[config.mk]
export PLATFORM = sky130hd
export DESIGN_NAME = phase_angle_dimmer_ramp
export DESIGN_NICKNAME = d
export VERILOG_FILES = /design/src/design/padr_pkg.sv /design/src/design/phase_angle_dimmer_ramp.sv /design/src/design/padr_csr.sv /design/src/design/padr_step.sv
export SDC_FILE = /design/constraint.sdc
export NUM_CORES = 1
export LEC_CHECK = 0
export BUFFER_PORTS_ARGS = -buffer_cell sky130_fd_sc_hd__buf_2
export CORE_MARGIN = 2
export CORE_UTILIZATION = 40
export DETAILED_ROUTE_END_ITERATION = 8
export RECOVER_POWER = 25
export SLEW_MARGIN = 30
export SYNTH_ARGS = -nofsm -noshare
export SYNTH_HDL_FRONTEND = slang
export SYNTH_SLANG_ARGS = --single-unit
[constraint.sdc]
create_clock -name clock -period 8 [get_ports clock]
set_input_delay 0.8 -clock clock [delete_from_list [all_inputs] [get_ports clock]]
set_output_delay 0.8 -clock clock [all_outputs]
set_load 0.1 [all_outputs]
[src/design/padr_pkg.sv]
// ----------------------------------------------------------------------------
// padr_pkg: shared types and constants for the phase-angle dimmer ramp
// Holds payload structs, the register map, reset values and timer sizes.
// ----------------------------------------------------------------------------
package padr_pkg;

   localparam int unsigned TimerWidth   = 16;
   localparam int unsigned DelayWidth   = 16;
   localparam int unsigned CmpWidth     = TimerWidth + DelayWidth;
   localparam int unsigned CsrAddrWidth = 5;
   localparam int unsigned CsrDataWidth = 32;

   localparam logic [TimerWidth-1:0] TimerMax = '1;

   localparam logic [DelayWidth-1:0] StartDelayReset      = DelayWidth'(6000);
   localparam logic [DelayWidth-1:0] MinDelayReset        = DelayWidth'(2000);
   localparam logic [DelayWidth-1:0] DelayStepReset       = DelayWidth'(100);
   localparam logic [DelayWidth-1:0] RampIntervalReset    = DelayWidth'(10000);
   localparam logic [DelayWidth-1:0] CrossingLockoutReset = DelayWidth'(5000);

   typedef enum logic [2:0] {
      REG_START_DELAY      = 3'd0,
      REG_MIN_DELAY        = 3'd1,
      REG_DELAY_STEP       = 3'd2,
      REG_RAMP_INTERVAL    = 3'd3,
      REG_CROSSING_LOCKOUT = 3'd4
   } padr_reg_type;

   typedef struct packed {
      logic zero_cross;
      logic alarm_enabled;
      logic restart_ramp;
   } padr_req_type;

   typedef struct packed {
      logic                  triac_gate;
      logic [DelayWidth-1:0] current_delay;
      logic                  ramp_done;
   } padr_rsp_type;

   typedef struct packed {
      logic [DelayWidth-1:0] start_delay;
      logic [DelayWidth-1:0] min_delay;
      logic [DelayWidth-1:0] delay_step;
      logic [DelayWidth-1:0] ramp_interval;
      logic [DelayWidth-1:0] crossing_lockout;
   } padr_cfg_type;

   typedef struct packed {
      logic [DelayWidth-1:0] fire_delay;
      logic                  ramp_finished;
      logic [TimerWidth-1:0] since_crossing;
      logic [TimerWidth-1:0] since_ramp_step;
      logic [TimerWidth-1:0] fire_countdown;
      logic                  fire_pending;
      logic                  gate_level;
   } padr_state_type;

endpackage

[src/design/phase_angle_dimmer_ramp.sv]
// ----------------------------------------------------------------------------
// phase_angle_dimmer_ramp: triac phase-angle dimmer with brightening ramp
// Flow: a request transfer is registered in the input stage, processed by
//   padr_step, and its result is registered in the result register.
// Throughput: one tick per cycle; the input stage and the result register
//   each advance whenever the next stage is free or being emptied.
// Reset: synchronous, active high; registers return to their documented
//   defaults and the dimmer state to its idle, saturated-counter condition.
// ----------------------------------------------------------------------------
module phase_angle_dimmer_ramp (
   input  logic                              clock,
   input  logic                              reset,

   input  logic                              req_valid,
   output logic                              req_ready,
   input  padr_pkg::padr_req_type            req_data,

   output logic                              rsp_valid,
   input  logic                              rsp_ready,
   output padr_pkg::padr_rsp_type            rsp_data,

   input  logic                              csr_psel,
   input  logic                              csr_penable,
   input  logic                              csr_pwrite,
   input  logic [padr_pkg::CsrAddrWidth-1:0] csr_paddr,
   input  logic [padr_pkg::CsrDataWidth-1:0] csr_pwdata,
   output logic [padr_pkg::CsrDataWidth-1:0] csr_prdata,
   output logic                              csr_pready
);
   import padr_pkg::*;

   padr_cfg_type   cfg;

   // input stage: holds one accepted tick
   logic           in_valid_ff;
   logic           in_valid_in;
   padr_req_type   in_item_ff;

   // result register
   logic           rsp_valid_ff;
   logic           rsp_valid_in;
   padr_rsp_type   rsp_item_ff;

   // dimmer state, updated once per processed tick
   padr_state_type state_ff;
   padr_state_type state_in;
   padr_rsp_type   step_result;

   logic           advance;
   logic           req_xfer;

   // ---------------------------------------------------------------------
   // Configuration registers
   // ---------------------------------------------------------------------
   padr_csr u_csr (
      .clock       (clock),
      .reset       (reset),
      .csr_psel    (csr_psel),
      .csr_penable (csr_penable),
      .csr_pwrite  (csr_pwrite),
      .csr_paddr   (csr_paddr),
      .csr_pwdata  (csr_pwdata),
      .csr_prdata  (csr_prdata),
      .csr_pready  (csr_pready),
      .cfg         (cfg)
   );

   // ---------------------------------------------------------------------
   // Handshake: the held tick moves into the result register when that
   // register is empty or its transfer happens this cycle. The input stage
   // takes a new tick whenever it is empty or being drained.
   // ---------------------------------------------------------------------
   assign advance   = in_valid_ff && (!rsp_valid_ff || rsp_ready);
   assign req_ready = !in_valid_ff || advance;
   assign req_xfer  = req_valid && req_ready;

   assign in_valid_in  = req_xfer || (in_valid_ff && !advance);
   assign rsp_valid_in = advance || (rsp_valid_ff && !rsp_ready);

   // ---------------------------------------------------------------------
   // One-tick state update between the input stage and the result register
   // ---------------------------------------------------------------------
   padr_step u_step (
      .state      (state_ff),
      .item       (in_item_ff),
      .cfg        (cfg),
      .state_next (state_in),
      .result     (step_result)
   );

   // control state
   always_ff @(posedge clock) begin
      if (reset) begin
         in_valid_ff  <= 1'b0;
         rsp_valid_ff <= 1'b0;
      end else begin
         in_valid_ff  <= in_valid_in;
         rsp_valid_ff <= rsp_valid_in;
      end
   end

   // dimmer state: commit only when a tick advances
   always_ff @(posedge clock) begin
      if (reset) begin
         state_ff.fire_delay      <= StartDelayReset;
         state_ff.ramp_finished   <= 1'b0;
         state_ff.since_crossing  <= TimerMax;
         state_ff.since_ramp_step <= TimerMax;
         state_ff.fire_countdown  <= '0;
         state_ff.fire_pending    <= 1'b0;
         state_ff.gate_level      <= 1'b0;
      end else if (advance) begin
         state_ff <= state_in;
      end
   end

   // payload registers: hold until the next transfer
   always_ff @(posedge clock) begin
      if (req_xfer) begin
         in_item_ff <= req_data;
      end
      if (advance) begin
         rsp_item_ff <= step_result;
      end
   end

   assign rsp_valid = rsp_valid_ff;
   assign rsp_data  = rsp_item_ff;

   // ---------------------------------------------------------------------
   // Assertions
   // ---------------------------------------------------------------------
   // gate up and fire still pending never coexist
   a_gate_vs_pending: assert property (@(posedge clock) disable iff (reset)
      !(state_ff.gate_level && state_ff.fire_pending))
      else $error("gate high while a fire is pending");

   // a pending fire always has time left on its countdown
   a_pending_count: assert property (@(posedge clock) disable iff (reset)
      state_ff.fire_pending |-> (state_ff.fire_countdown != '0))
      else $error("fire pending with empty countdown");

   // a tick that advances shows up as a result on the next cycle
   a_advance_result: assert property (@(posedge clock) disable iff (reset)
      advance |=> rsp_valid)
      else $error("processed tick produced no result");

   // an empty input stage always takes a new tick
   a_empty_ready: assert property (@(posedge clock) disable iff (reset)
      !in_valid_ff |-> req_ready)
      else $error("input stage empty but not ready");

endmodule

[src/design/padr_csr.sv]
// ----------------------------------------------------------------------------
// padr_csr: configuration register file
// APB-style write and read access to the five timing registers.
// ----------------------------------------------------------------------------
module padr_csr (
   input  logic                               clock,
   input  logic                               reset,
   input  logic                               csr_psel,
   input  logic                               csr_penable,
   input  logic                               csr_pwrite,
   input  logic [padr_pkg::CsrAddrWidth-1:0]  csr_paddr,
   input  logic [padr_pkg::CsrDataWidth-1:0]  csr_pwdata,
   output logic [padr_pkg::CsrDataWidth-1:0]  csr_prdata,
   output logic                               csr_pready,
   output padr_pkg::padr_cfg_type             cfg
);
   import padr_pkg::*;

   padr_cfg_type          cfg_ff;
   padr_cfg_type          cfg_in;
   padr_reg_type          reg_sel;
   logic                  wr_en;
   logic [DelayWidth-1:0] wr_data;
   logic [DelayWidth-1:0] rd_data;

   assign reg_sel    = padr_reg_type'(csr_paddr[CsrAddrWidth-1:2]);
   assign wr_en      = csr_psel && csr_penable && csr_pwrite;
   assign wr_data    = csr_pwdata[DelayWidth-1:0];
   assign csr_pready = 1'b1;

   always_comb begin
      cfg_in = cfg_ff;
      if (wr_en) begin
         unique case (reg_sel)
            REG_START_DELAY:      cfg_in.start_delay      = wr_data;
            REG_MIN_DELAY:        cfg_in.min_delay        = wr_data;
            REG_DELAY_STEP:       cfg_in.delay_step       = wr_data;
            REG_RAMP_INTERVAL:    cfg_in.ramp_interval    = wr_data;
            REG_CROSSING_LOCKOUT: cfg_in.crossing_lockout = wr_data;
            default:              cfg_in = cfg_ff;  // drop writes past the map
         endcase
      end
   end

   always_ff @(posedge clock) begin
      if (reset) begin
         cfg_ff.start_delay      <= StartDelayReset;
         cfg_ff.min_delay        <= MinDelayReset;
         cfg_ff.delay_step       <= DelayStepReset;
         cfg_ff.ramp_interval    <= RampIntervalReset;
         cfg_ff.crossing_lockout <= CrossingLockoutReset;
      end else begin
         cfg_ff <= cfg_in;
      end
   end

   always_comb begin
      unique case (reg_sel)
         REG_START_DELAY:      rd_data = cfg_ff.start_delay;
         REG_MIN_DELAY:        rd_data = cfg_ff.min_delay;
         REG_DELAY_STEP:       rd_data = cfg_ff.delay_step;
         REG_RAMP_INTERVAL:    rd_data = cfg_ff.ramp_interval;
         REG_CROSSING_LOCKOUT: rd_data = cfg_ff.crossing_lockout;
         default:              rd_data = '0;
      endcase
   end

   assign csr_prdata = CsrDataWidth'(rd_data);
   assign cfg        = cfg_ff;

endmodule

[src/design/padr_step.sv]
// ----------------------------------------------------------------------------
// padr_step: one-tick update of the dimmer state
// Restart, counter advance, ramp step, fire countdown, crossing acceptance.
// ----------------------------------------------------------------------------
module padr_step (
   input  padr_pkg::padr_state_type state,
   input  padr_pkg::padr_req_type   item,
   input  padr_pkg::padr_cfg_type   cfg,
   output padr_pkg::padr_state_type state_next,
   output padr_pkg::padr_rsp_type   result
);
   import padr_pkg::*;

   function automatic logic [TimerWidth-1:0] sat_inc(input logic [TimerWidth-1:0] v);
      return (v == TimerMax) ? v : v + 1'b1;
   endfunction

   // counter has reached the limit, or sits saturated
   function automatic logic reached(input logic [TimerWidth-1:0] count,
                                    input logic [DelayWidth-1:0] limit);
      return (CmpWidth'(count) >= CmpWidth'(limit)) || (count == TimerMax);
   endfunction

   always_comb begin
      padr_state_type        s;
      logic [CmpWidth-1:0]   delay_wide;
      logic [TimerWidth-1:0] load_count;

      s = state;

      if (item.restart_ramp) begin
         s.fire_delay      = cfg.start_delay;
         s.ramp_finished   = 1'b0;
         s.since_ramp_step = TimerMax;
      end

      s.since_crossing  = sat_inc(s.since_crossing);
      s.since_ramp_step = sat_inc(s.since_ramp_step);

      if (item.alarm_enabled && reached(s.since_ramp_step, cfg.ramp_interval)) begin
         s.since_ramp_step = '0;
         if (!s.ramp_finished) begin
            s.fire_delay = (s.fire_delay > cfg.delay_step) ?
                           s.fire_delay - cfg.delay_step : '0;
         end
         if (s.fire_delay <= cfg.min_delay) begin
            s.ramp_finished = 1'b1;
         end
      end

      if (s.fire_pending) begin
         if (s.fire_countdown != '0) begin
            s.fire_countdown = s.fire_countdown - 1'b1;
         end
         if (s.fire_countdown == '0) begin
            s.gate_level   = 1'b1;
            s.fire_pending = 1'b0;
         end
      end

      // clamp the delay to what the countdown can hold
      delay_wide = CmpWidth'(s.fire_delay);
      load_count = (delay_wide > CmpWidth'(TimerMax)) ? TimerMax
                                                      : delay_wide[TimerWidth-1:0];

      if (item.zero_cross && reached(s.since_crossing, cfg.crossing_lockout)) begin
         s.since_crossing = '0;
         s.fire_countdown = load_count;
         s.gate_level     = (load_count == '0);
         s.fire_pending   = (load_count != '0);
      end

      state_next           = s;
      result.triac_gate    = s.gate_level;
      result.current_delay = s.fire_delay;
      result.ramp_done     = s.ramp_finished;
   end

endmodule
=== Yosys cells after proc, flatten, opt, wreduce, memory -nomap -nowiden ===
Cells that the tools add are included.

* Flip-flop bits (word level): 170
* Latch bits: 0
* Memory bits (writable): 0
* ROM bits: 0
* Output and inout bits: 53
* Logic and storage cells: 83
* Memories: 0

* Add/sub/neg operators: 4
* $mul: 0
* Divide/modulo/power cells: 0
* Magnitude comparators: 4
* Equality and inequality tests: 8
* Shifts and indexed selects: 0
* Mux-type cells: 17
* Bitwise operators: 0
* Reduce and logical (&&, ||, !) cells: 30

{| class="wikitable"
|+ Operator list
! operator !! number
|-
| 16-bit 2-to-1 mux || 10
|-
| 16-bit case mux with 5 select lines || 1
|-
| 16-bit == test, second input constant || 4
|-
| 18-bit 2-to-1 mux || 2
|-
| 17-bit 2-to-1 mux || 2
|-
| 16-bit by 1-bit adder with 16-bit output, second input constant || 2
|-
| 16-bit greater-or-equal comparator || 2
|-
| 16-bit logical NOT || 2
|-
| 16-bit nonzero test || 2
|-
| 16-bit > comparator || 1
|-
| 16-bit less-or-equal comparator || 1
|-
| 16-bit by 1-bit subtractor with 16-bit output, second input constant || 1
|-
| 16-bit subtractor || 1
|-
| 2-bit AND reduction || 6
|-
| 1-bit logical AND || 8
|-
| 3-bit by 2-bit == test with 1-bit output, second input constant || 2
|-
| 1-bit logical OR || 6
|-
| 1-bit logical NOT || 4
|-
| 3-bit by 1-bit == test with 1-bit output, second input constant || 1
|-
| 3-bit == test, second input constant || 1
|-
| 3-bit logical NOT || 1
|-
| 2-bit 2-to-1 mux || 1
|-
| 2-bit nonzero test || 1
|-
| 1-bit 2-to-1 mux || 1
|}

=== Depth between registers and ports, before layout ===
Gate-level depths: netlist (run 1).

* Depth in word-level cells: 12
* Mapped depth: 26
* Mapped depth without buffers: 21

=== Modules after synthesis ===
From an unflattened synthesis (run 1), not the netlist that was laid out.

* Cells, all modules: 1496
* Area, all modules: 12569.6 µm²

{| class="wikitable"
|+ Modules (own cells, without submodules)
! module !! times used !! cells each !! area an instance (µm²) !! sequential area each (µm²)
|-
| padr_step || 1 || 765 || 5104.9 || 0.0
|-
| padr_csr || 1 || 409 || 3943.8 || 1601.5
|-
| phase_angle_dimmer_ramp || 1 || 322 || 3520.9 || 2011.9
|}

=== Worst setup path after synthesis (run 1) ===
Ideal clock, no wire load.

* Path kind: register -> register
* Start point: reg in_item_ff[0] (netlist bit)
* End point: reg state_ff[50] (netlist bit)
* Data arrival time: 4.869 ns
* Setup slack: 3.073 ns
* Cell stages (with the launch flop): 26
* Clock period less this slack: 4.927 ns
* Cells stage by stage: edfxtp_1 -> buf_2 -> buf_2 -> buf_1 -> buf_2 -> mux2i_1 -> inv_1 -> ha_1 -> a21oi_1 -> o211ai_1 -> a211oi_1 -> o21ai_1 -> and2_1 -> clkbuf_1 -> a22oi_1 -> inv_1 -> ha_1 -> a21o_1 -> a21o_1 -> a21oi_1 -> o21ai_0 -> o21a_1 -> o21ai_0 -> a21oi_1 -> o21ai_0 -> o21a_1

{| class="wikitable"
|+ RTL lines
! element !! RTL line !! text
|-
| start: declaration || phase_angle_dimmer_ramp.sv:37 || <nowiki>padr_req_type in_item_ff;</nowiki>
|-
| start signal: assignment || phase_angle_dimmer_ramp.sv:120 || <nowiki>in_item_ff <= req_data;</nowiki>
|-
| end signal: assignment || phase_angle_dimmer_ramp.sv:113 || <nowiki>state_ff <= state_in;</nowiki>
|-
| end: declaration || phase_angle_dimmer_ramp.sv:45 || <nowiki>padr_state_type state_ff;</nowiki>
|}

==> results of run 1 <==
==> final timing paths <==
check	endpoint	depth (start not counted)
max	rsp_data[0]	20
max reg2reg	rsp_data[0]	20
min	u_csr.cfg[50]	2
min reg2reg	u_csr.cfg[50]	2
==> flip-flops by register name, indices dropped and copies added (netlist names) <==
signal and cells:
rsp_valid 1, rsp_data 18, state_ff 67, in_item_ff 3
in_valid_ff 1, u_csr.cfg 80
==> routing by layer <==
layer  track usage, %  wire (um)  up-vias
met5                0          0        -
met4             8.62       1080        0
met3             4.38       2430       54
met2             36.9      16200      382
met1             35.5      17700     5195
li1                 -          -     5251
==> synthesized netlist by cell type (18+ instances only) <==
cell type / count / share of area, %
nand2_1: 246 / 8.1
dfxtp_1: 149 / 26
a21oi_1: 139 / 6.1
inv_1: 117 / 3.9
o21ai_0: 101 / 4.4
ha_1: 68 / 7.5
clkbuf_1: 67 / 2.2
nor2_1: 52 / 1.7
mux2i_1: 46 / 4.0
nand3_1: 46 / 2.0
nand4_1: 27 / 1.5
o211ai_1: 25 / 1.7
nor3_1: 23 / 1.0
edfxtp_1: 21 / 5.5
a221o_1: 19 / 1.7
nor4_1: 18 / 0.99
==> cell families after synthesis <==
group	share of synthesized area, %
xor+xnor	1.62
compound gates	23.8
fa+ha+maj	7.66
other cells	0.0660
simple gates	21.6
flops	31.8
mux	5.09
buf+inv	8.39
==> through the flow <==
step                hold slack, ns  cell area (um^2)  power [uW]  utilization [%]
floorplan                    0.444             11400        1470                -
global placement             0.459             11800        1620             42.5
detailed placement           0.461             11800        1630             42.5
CTS                          0.472             12400        2480             44.6
global route                 0.491             12400        2580             44.5
finish                       0.470             12400        2480             44.5
==> power by group through the flow <==
stage / clock [uW] / sequential (uW) / combinational, uW
2_1_floorplan: 0 / 986 / 486
3_3_place_gp: 0 / 963 / 655
3_5_place_dp: 0 / 963 / 663
4_1_cts: 867 / 944 / 666
5_1_grt: 901 / 951 / 732
6_report: 861 / 946 / 674
==> final cells by class <==
cell class | instances | area share, %
clock buffer | 18 | 3.46
multi-input combinational | 1093 | 55.6
antenna | 1 | 0.0202
sequential | 170 | 29.1
timing repair buffer | 77 | 3.10
tap | 378 | 3.81
clock inverter | 14 | 1.28
inverter | 118 | 3.57
==> critical path: stages, from the launching register on <==
cell	delay, ns
edfxtp_1	0.34
buf_4	0.42
mux2i_1	0.48
inv_1	0.15
fa_1	0.48
a21oi_1	0.28
o211ai_1	0.22
a211oi_1	0.42
o21ai_1	0.13
and2_1	0.31
a22oi_1	0.20
inv_1	0.10
ha_1	0.31
a21o_1	0.19
a21o_1	0.17
a21oi_1	0.14
o21ai_0	0.12
o21a_1	0.18
o21ai_0	0.17
a21oi_1	0.11
o21ai_0	0.37
==> impl_metrics.tcl, run 1 <==
set metrics [dict create \
    status "complete, but fails checks" \
    violations "capacitance limit, slew limit" \
    clkTransAtPathRegs_ns 0.07 \
    multi_input_area_um2 6900 \
    cp-end-kind "flop" \
    swShare_pct 36.5 \
    cts_setup_buffers 0 \
    stdcell_count 1869 \
    yosys_most_used_dff "dfxtp_1" \
    gp_congestion 0.922 \
    layout_commonest_cell "nand2_1" \
    p_seq_share_pct 38.1 \
    critical_path_class "flop to flop" \
    synth_enable_flop_cells 21 \
    avgRoutedWirePerCell_um 20.0 \
    grt.total_usage_pct 24.7 \
    clk_path_buf_depth 2 \
    timing.fmax_ghz 0.181 \
    mostFrequentLayoutCells "nand2_1, dfxtp_1, a21oi_1" \
    setup_slack_ns 2.46 \
    via_per_inst 5.82 \
    grt_pass1_vias 9940 \
    maxSlewHeadroom_pct -85.1 \
    cts_made_buffers 17 \
    clockPowerShare_pct 34.7 \
    crit_required_ns 8.19 \
    drtIter0Drc 1194 \
    finalSetupTns_ns 0 \
    cp_max_fo 38 \
    power.density_nw_per_um2 200 \
    comb_power_share_pct 27.2 \
    clock_latency_ns 0.45 \
    fin_worst_skew_ns 0.0158 \
    hold_class "flop to flop" \
    die_area_um2 29800 \
    fill_cells 2822 \
    rows 61 \
    rsz0062_at_grt "false" \
    grt_max_degree 72 \
    regArea_um2 3610 \
    setup_viol 0 \
    hold_viol 0 \
    cts_sinks 170 \
    synthArstFlopShare_pct 0 \
    area_growth_pct 9.09 \
    cap_violations 3 \
    syn_area_um2 11400 \
    p_switching_uw 906 \
    drc_errors 0 \
    synth_cells 1472 \
    post_cts_resize_count 0 \
    dp.cells 1836 \
    grt_pass1_wl_um 57800 \
    seq_area_frac_synth_pct 31.8 \
    ir_drop_mv 0.137 \
    hold_start "u_csr.cfg[50]" \
    cts_tree "done" \
    portBuffers 64 \
    rr_startpoint "in_item_ff[0]" \
    min_period_ns 5.54 \
    worstSetupStartpointType "flop" \
    syn_area_per_cell_um2 7.73 \
    die_x_um 173 \
    min_period_over_period_pct 69.2 \
    p_int_uw 1570 \
    yosysWarnings 0 \
    dr_total_vias 10882 \
    rrSetupSlack_ns 2.46 \
    ys_ff_latch 170 \
    place_ws_ns 2.62 \
    timing.critical_path.from "in_item_ff[0]" \
    cts-root-buf "clkbuf_16" \
    ant_nets 0 \
    grt_overflow 0 \
    worst_slew_pin_slew_ns 2.78 \
    initial_core_util_pct 40.8 \
    final_max_slew_viol_count 144 \
    cp.arrival_ns 5.73 \
    cts_hold_buffers 0 \
    drive_gt1_share_pct 8.12 \
    wirelength_um 37400 \
    htreeDepth 4 \
    antenna_found_initial 1 \
    drt_pass1_iterations 6 \
    io_pins 100 \
    leakagePower_uw 0.00493 \
    hpwlAfterDp_um 27500 \
    nets 1593 \
    dieHeight_um 173 \
    ys_types 90 \
    core_um2 27900 \
]
No activity file was read; power rests on OpenSTA's default activity.
==> run 2: changes to the inputs <==
==> constraint.sdc (replaced) <==
create_clock -name clock -period 4.4 [get_ports clock]
set_input_delay 0.44 -clock clock [delete_from_list [all_inputs] [get_ports clock]]
set_output_delay 0.44 -clock clock [all_outputs]
set_load 0.1 [all_outputs]
==> run 2 against run 1 <==
Wire length increased by 6.0%. Critical path depth increased by 4. Largest cell class unchanged. The run still ends with capacitance limit, slew limit left. Count of clock-buffer cells in the layout is the same. Via count is 4.1% higher. Register-to-register slack worse by 2.3 ns. Power rose by 88%. Clock power up 80%. Clock skew shrank 0.0014 ns. Largest power group unchanged. Utilization grew 3.4 points.
==> impl_metrics.tcl, run 2 (synthesis results as in run 1) <==
set metrics [dict create \
    status "complete, but fails checks" \
    violations "capacitance limit, slew limit" \
    dieHeight_um 173 \
    area_growth_pct 17.4 \
    hold_class "input pin to flop" \
    drive_gt1_share_pct 15.3 \
    cts_sinks 170 \
    portBuffers 64 \
    finalSetupTns_ns 0 \
    cap_violations 2 \
    fill_cells 2820 \
    setup_viol 0 \
    cts_made_buffers 17 \
    crit_required_ns 4.73 \
    min_period_over_period_pct 97.1 \
    ant_nets 0 \
    leakagePower_uw 0.00544 \
    reg2reg_depth 24 \
    cp-end-kind "flop" \
    cp.arrival_ns 4.60 \
    die_area_um2 29800 \
    dp.cells 1922 \
    critPathCapture "state_ff[50]" \
    clkTransAtPathRegs_ns 0.07 \
    cts-root-buf "clkbuf_16" \
    grt_pass1_vias 10487 \
    ir_drop_mv 0.213 \
    grt.total_usage_pct 26.0 \
    layout_commonest_cell "nand2_1" \
    fin_worst_skew_ns 0.0144 \
    drt_pass1_iterations 6 \
    clock_latency_ns 0.43 \
    rows 61 \
    timing.critical_path.from "in_item_ff[0]" \
    grt_pass1_wl_um 61100 \
    hpwlAfterDp_um 29600 \
    initial_core_util_pct 40.8 \
    cp_max_fo 7 \
    critical_path_class "flop to flop" \
    maxSlewHeadroom_pct -132 \
    timing.rr.end "state_ff[50]" \
    mostFrequentLayoutCells "nand2_1, dfxtp_1, a21oi_1" \
    htreeDepth 4 \
    die_x_um 173 \
    antenna_found_initial 0 \
    stdcell_count 1969 \
    diodes 0 \
    largest_reg_flops 80 \
    wirelength_um 39600 \
    grt_max_degree 74 \
    timing.fmax_ghz 0.234 \
    drtIter0Drc 1047 \
    hold_start "req_data[2]" \
    cts_tree "done" \
    gp_congestion 0.960 \
    drc_errors 0 \
    final_max_slew_viol_count 96 \
    dr_total_vias 11325 \
    setup_slack_ns 0.129 \
    nets 1694 \
    place_ws_ns -0.0335 \
    rr_startpoint "in_item_ff[0]" \
    rsz0062_at_grt "true" \
    core_um2 27900 \
    clk_path_buf_depth 2 \
    power.density_nw_per_um2 349 \
    via_per_inst 5.75 \
    worstSetupStartpointType "flop" \
    hold_viol 0 \
    cts_hold_buffers 0 \
    worst_slew_pin_slew_ns 3.48 \
    min_period_ns 4.27 \
    rrSetupSlack_ns 0.13 \
    io_pins 100 \
    grt_overflow 0 \
    avgRoutedWirePerCell_um 20.1 \
]
run 2: repair_timing:
action                                  4_1_cts  5_1_grt
setup buffers                                 0       14
endpoints found under the setup margin       16       69
gates cloned                                  0        1
resized for setup                             2       30
pin swaps                                     1       16
run 2: power breakdown:
group	internal, uW	leakage, uW	switching, uW
Combinational	494	0.00374	906
Clock	853	0.000294	700
Sequential	1640	0.00141	70.7
run 2: worst max-delay path, cell delays in order, from the launching register on:
cell      delay [ns]
edfxtp_1        0.40
buf_6           0.14
buf_12          0.14
mux2i_4         0.17
ha_2            0.21
inv_2           0.04
fa_2            0.40
a21oi_4         0.15
o211ai_1        0.16
a211oi_2        0.28
o21ai_1         0.14
and2_4          0.20
buf_4           0.15
a22oi_1         0.14
inv_1           0.12
ha_4            0.28
a21o_1          0.12
a21oi_2         0.05
o21ai_1         0.13
o21a_1          0.13
o21ai_1         0.07
a21oi_1         0.15
o21ai_1         0.08
buf_4           0.15
o21a_1          0.16
run 2: final cells by class:
cell class	instances	area, um^2	area share, %
Inverter	118	443	3.32
Timing Repair Buffer	178	1190	8.89
Clock buffer	18	429	3.22
Sequential cell	170	3610	27.1
Tap cell	378	473	3.54
Multi-Input combinational cell	1093	7050	52.8
Clock inverter	14	158	1.18
run 2: metal layers:
metal	vias to the layer above	GRT usage (%)	routed length, um
met4	0	7.23	879
met2	481	39.7	17100
met1	5349	37.1	18300
met5	-	0	0
li1	5445	-	-
met3	50	5.17	3330
run 2: worst min path at each step:
stage | to | cells past startpoint
finish | in_item_ff[2] | 1
global route | in_item_ff[2] | 1
global placement | state_ff[64] | 2
floorplan | state_ff[64] | 2
detailed placement | u_csr.cfg[14] | 2
CTS | in_item_ff[2] | 1
run 2: per-stage QoR:
step	total power [uW]	cell area [um^2]	hold slack (ns)	utilization (%)
finish	4660	13300	0.185	47.9
detailed placement	3070	12500	0.463	45.0
floorplan	2680	11500	0.444	-
global placement	3060	12500	0.458	45.0
global route	4890	13300	0.172	47.9
CTS	4620	13100	0.166	47.1
==> run 3: changes to the inputs <==
--- a/config.mk
+++ b/config.mk
@@ -5,6 +5,7 @@
 export SDC_FILE = /design/constraint.sdc
 export NUM_CORES = 1
 export LEC_CHECK = 0
+export ABC_AREA = 1
 export BUFFER_PORTS_ARGS = -buffer_cell sky130_fd_sc_hd__buf_2
 export CORE_MARGIN = 2
 export CORE_UTILIZATION = 40
==> run 3 against run 2 <==
Register-to-register slack improved by 0.19 ns. Final area shrank 7.9%. Hold slack got worse by 0.0082 ns. Largest power group unchanged. Via count decreased by 4.5%. Synthesized area decreased by 3.0%. Global-route usage shrank 2.2 points. Highest routed layer unchanged. Sequential power about the same. Clock power barely moved. The flow still finishes with violations (capacitance limit, slew limit).
==> impl_metrics.tcl, run 3 <==
set metrics [dict create \
    yosysWarnings 0 \
    clockPowerShare_pct 32.0 \
    place_ws_ns 0.117 \
    cts_made_buffers 17 \
    fin_worst_skew_ns 0.0132 \
    htreeDepth 4 \
    mostFrequentLayoutCells "nand2_1, inv_1, nor2_1" \
    status "complete, but fails checks" \
    p_seq_share_pct 34.7 \
    setup_slack_ns 0.322 \
    clock_latency_ns 0.44 \
    grt_overflow 0 \
    avgRoutedWirePerCell_um 16.9 \
    maxSlewHeadroom_pct -89.8 \
    synthArstFlopShare_pct 0 \
    ant_nets 0 \
    grt_max_degree 55 \
    crit_required_ns 4.73 \
    placed_area_um2 11600 \
    ys_ff_latch 170 \
    syn_area_per_cell_um2 6.76 \
    drc_errors 0 \
    cp-end-kind "flop" \
    reg2reg_depth 28 \
    wirelength_um 34300 \
    ys_types 46 \
    antenna_found_initial 0 \
    synthTopCellsByArea "dfxtp_1, nand2_1, ha_1, inv_1, a21oi_1" \
    drtIter0Drc 907 \
    min_period_over_period_pct 92.7 \
    cts_tree "done" \
    violations "capacitance limit, slew limit" \
    worst_slew_pin_slew_ns 2.85 \
    timing.fmax_ghz 0.245 \
    drt_pass1_iterations 7 \
    rows 60 \
    hold_viol 0 \
    synth.most_common_cell "nand2_1" \
    yosys_most_used_dff "dfxtp_1" \
    cp.arrival_ns 4.41 \
    clkTransAtPathRegs_ns 0.07 \
    largest_reg_flops 80 \
    swShare_pct 38.6 \
    seq_area_frac_synth_pct 32.8 \
    synth_commonest_cells "nand2_1, inv_1, nor2_1, dfxtp_1, a21oi_1" \
    final_area_um2 12300 \
    clk_path_buf_depth 2 \
    cts-root-buf "clkbuf_16" \
    cts_hold_buffers 0 \
    diodes 0 \
    leakagePower_uw 0.00581 \
    hold_class "input pin to flop" \
    grt_pass1_wl_um 53300 \
    die_x_um 170 \
    worstSetupStartpointType "flop" \
    power.density_nw_per_um2 401 \
    max_stage_delay_ns 0.44 \
    portBuffers 64 \
    initial_core_util_pct 40.8 \
    p_switching_uw 1900 \
    min_period_ns 4.08 \
    hpwlAfterDp_um 25700 \
    setup_viol 0 \
    core_um2 27000 \
    io_pins 100 \
    gp_congestion 0.906 \
    via_per_inst 5.32 \
    cts_sinks 170 \
    ir_drop_mv 0.253 \
    layout_commonest_cell "nand2_1" \
    final_max_slew_viol_count 55 \
    whs_path_depth 1 \
    nets 1794 \
    critical_path_class "flop to flop" \
    dieHeight_um 170 \
    synth_enable_flop_cells 21 \
    grt.total_usage_pct 23.8 \
    synth_cells 1632 \
    crit_top_cell "nand2_1" \
    finalSetupTns_ns 0 \
    cap_violations 1 \
    p_int_uw 3030 \
    critPathSlowestCell "edfxtp_1" \
    rsz0062_at_grt "false" \
    drive_gt1_share_pct 10.1 \
    comb_power_share_pct 33.3 \
    grt_pass1_vias 9846 \
    cp_max_fo 6 \
    yosysTopAreaCell "dfxtp_1" \
    syn_area_um2 11000 \
    dr_total_vias 10819 \
    die_area_um2 28900 \
    area_growth_pct 11.5 \
    yosys.area.top_type_share_pct 27.0 \
    fill_cells 2837 \
]
-- run 3: changes by cell type after synthesis, sizes merged, moves of 17 or more --
cell,before,now
nor2,52,175
nand2,247,363
inv,117,220
nand3,47,114
mux2i,48,0
o21ai,106,132
a221o,19,0
clkbuf,68,51
-- run 3: metrics by stage --
stage | utilization [%] | cells | hold slack, ns | power, uW
2_1_floorplan | - | 1647 | 0.441 | 2980
3_3_place_gp | 43.0 | 1998 | 0.451 | 3330
3_5_place_dp | 43.0 | 1998 | 0.463 | 3350
4_1_cts | 45.3 | 2030 | 0.164 | 4920
5_1_grt | 45.5 | 2032 | 0.161 | 5220
6_report | 45.5 | 2032 | 0.177 | 4930
-- run 3: final cells by class --
class / instances / area [um^2] / area share (%)
multi-input cells: 1173 / 6290 / 51.1
flip-flops and latches: 170 / 3610 / 29.4
inverters: 220 / 830 / 6.75
repair buffers: 95 / 520 / 4.23
clock buffers: 19 / 464 / 3.77
well taps: 341 / 427 / 3.47
clock inverters: 13 / 150 / 1.22
repair inverters: 1 / 7.51 / 0.0610
-- run 3: final timing paths --
path	startpoint	end	slack [ns]
worst max-delay path	in_item_ff[0]	state_ff[50]	0.32
worst min-delay path	req_data[2]	in_item_ff[2]	0.18
worst max register to register	in_item_ff[0]	state_ff[50]	0.32
worst min register to register	in_valid_ff	rsp_valid	0.47
-- run 3: what timing repair did --
action                                  in CTS  in global routing
gates resized for setup                      0                 25
setup buffers                                0                  2
endpoints found under the setup margin       0                  6
-- run 3: power by group through the flow --
stage | combinational, uW | sequential (uW) | clock (uW)
final | 1640 | 1710 | 1580
after CTS | 1610 | 1710 | 1610
after global placement | 1580 | 1750 | 0
after floorplan | 1140 | 1830 | 0
after detailed placement | 1600 | 1750 | 0
after global routing | 1830 | 1720 | 1670
-- run 3: cells by family after synthesis --
family	after synthesis	share of synthesized area, %
AND/OR/NAND/NOR	701	27.3
AO/OA/AOI/OAI	356	18.1
buffers and inverters	304	11.4
flip-flops	170	32.8
adder cells (fa/ha/maj)	69	7.89
XOR/XNOR	30	2.38
other	2	0.0681
-- run 3: metal layers --
metal | GRT usage, % | part of all wire, % | up-vias
met5 | 0 | 0 | -
met4 | 7.80 | 3.2 | 0
met3 | 3.77 | 5.2 | 51
met2 | 39.0 | 46 | 309
met1 | 31.9 | 46 | 5010
li1 | - | - | 5449
-- run 3: worst max-delay path, delay by kind of cell (launching register included) --
family | cells | cell delay (ns)
DFF | 1 | 0.44
and+or+nand+nor | 12 | 1.46
buffers and inverters | 6 | 0.54
adders and majority gates | 3 | 0.80
AOI/OAI and AO/OA | 7 | 0.74
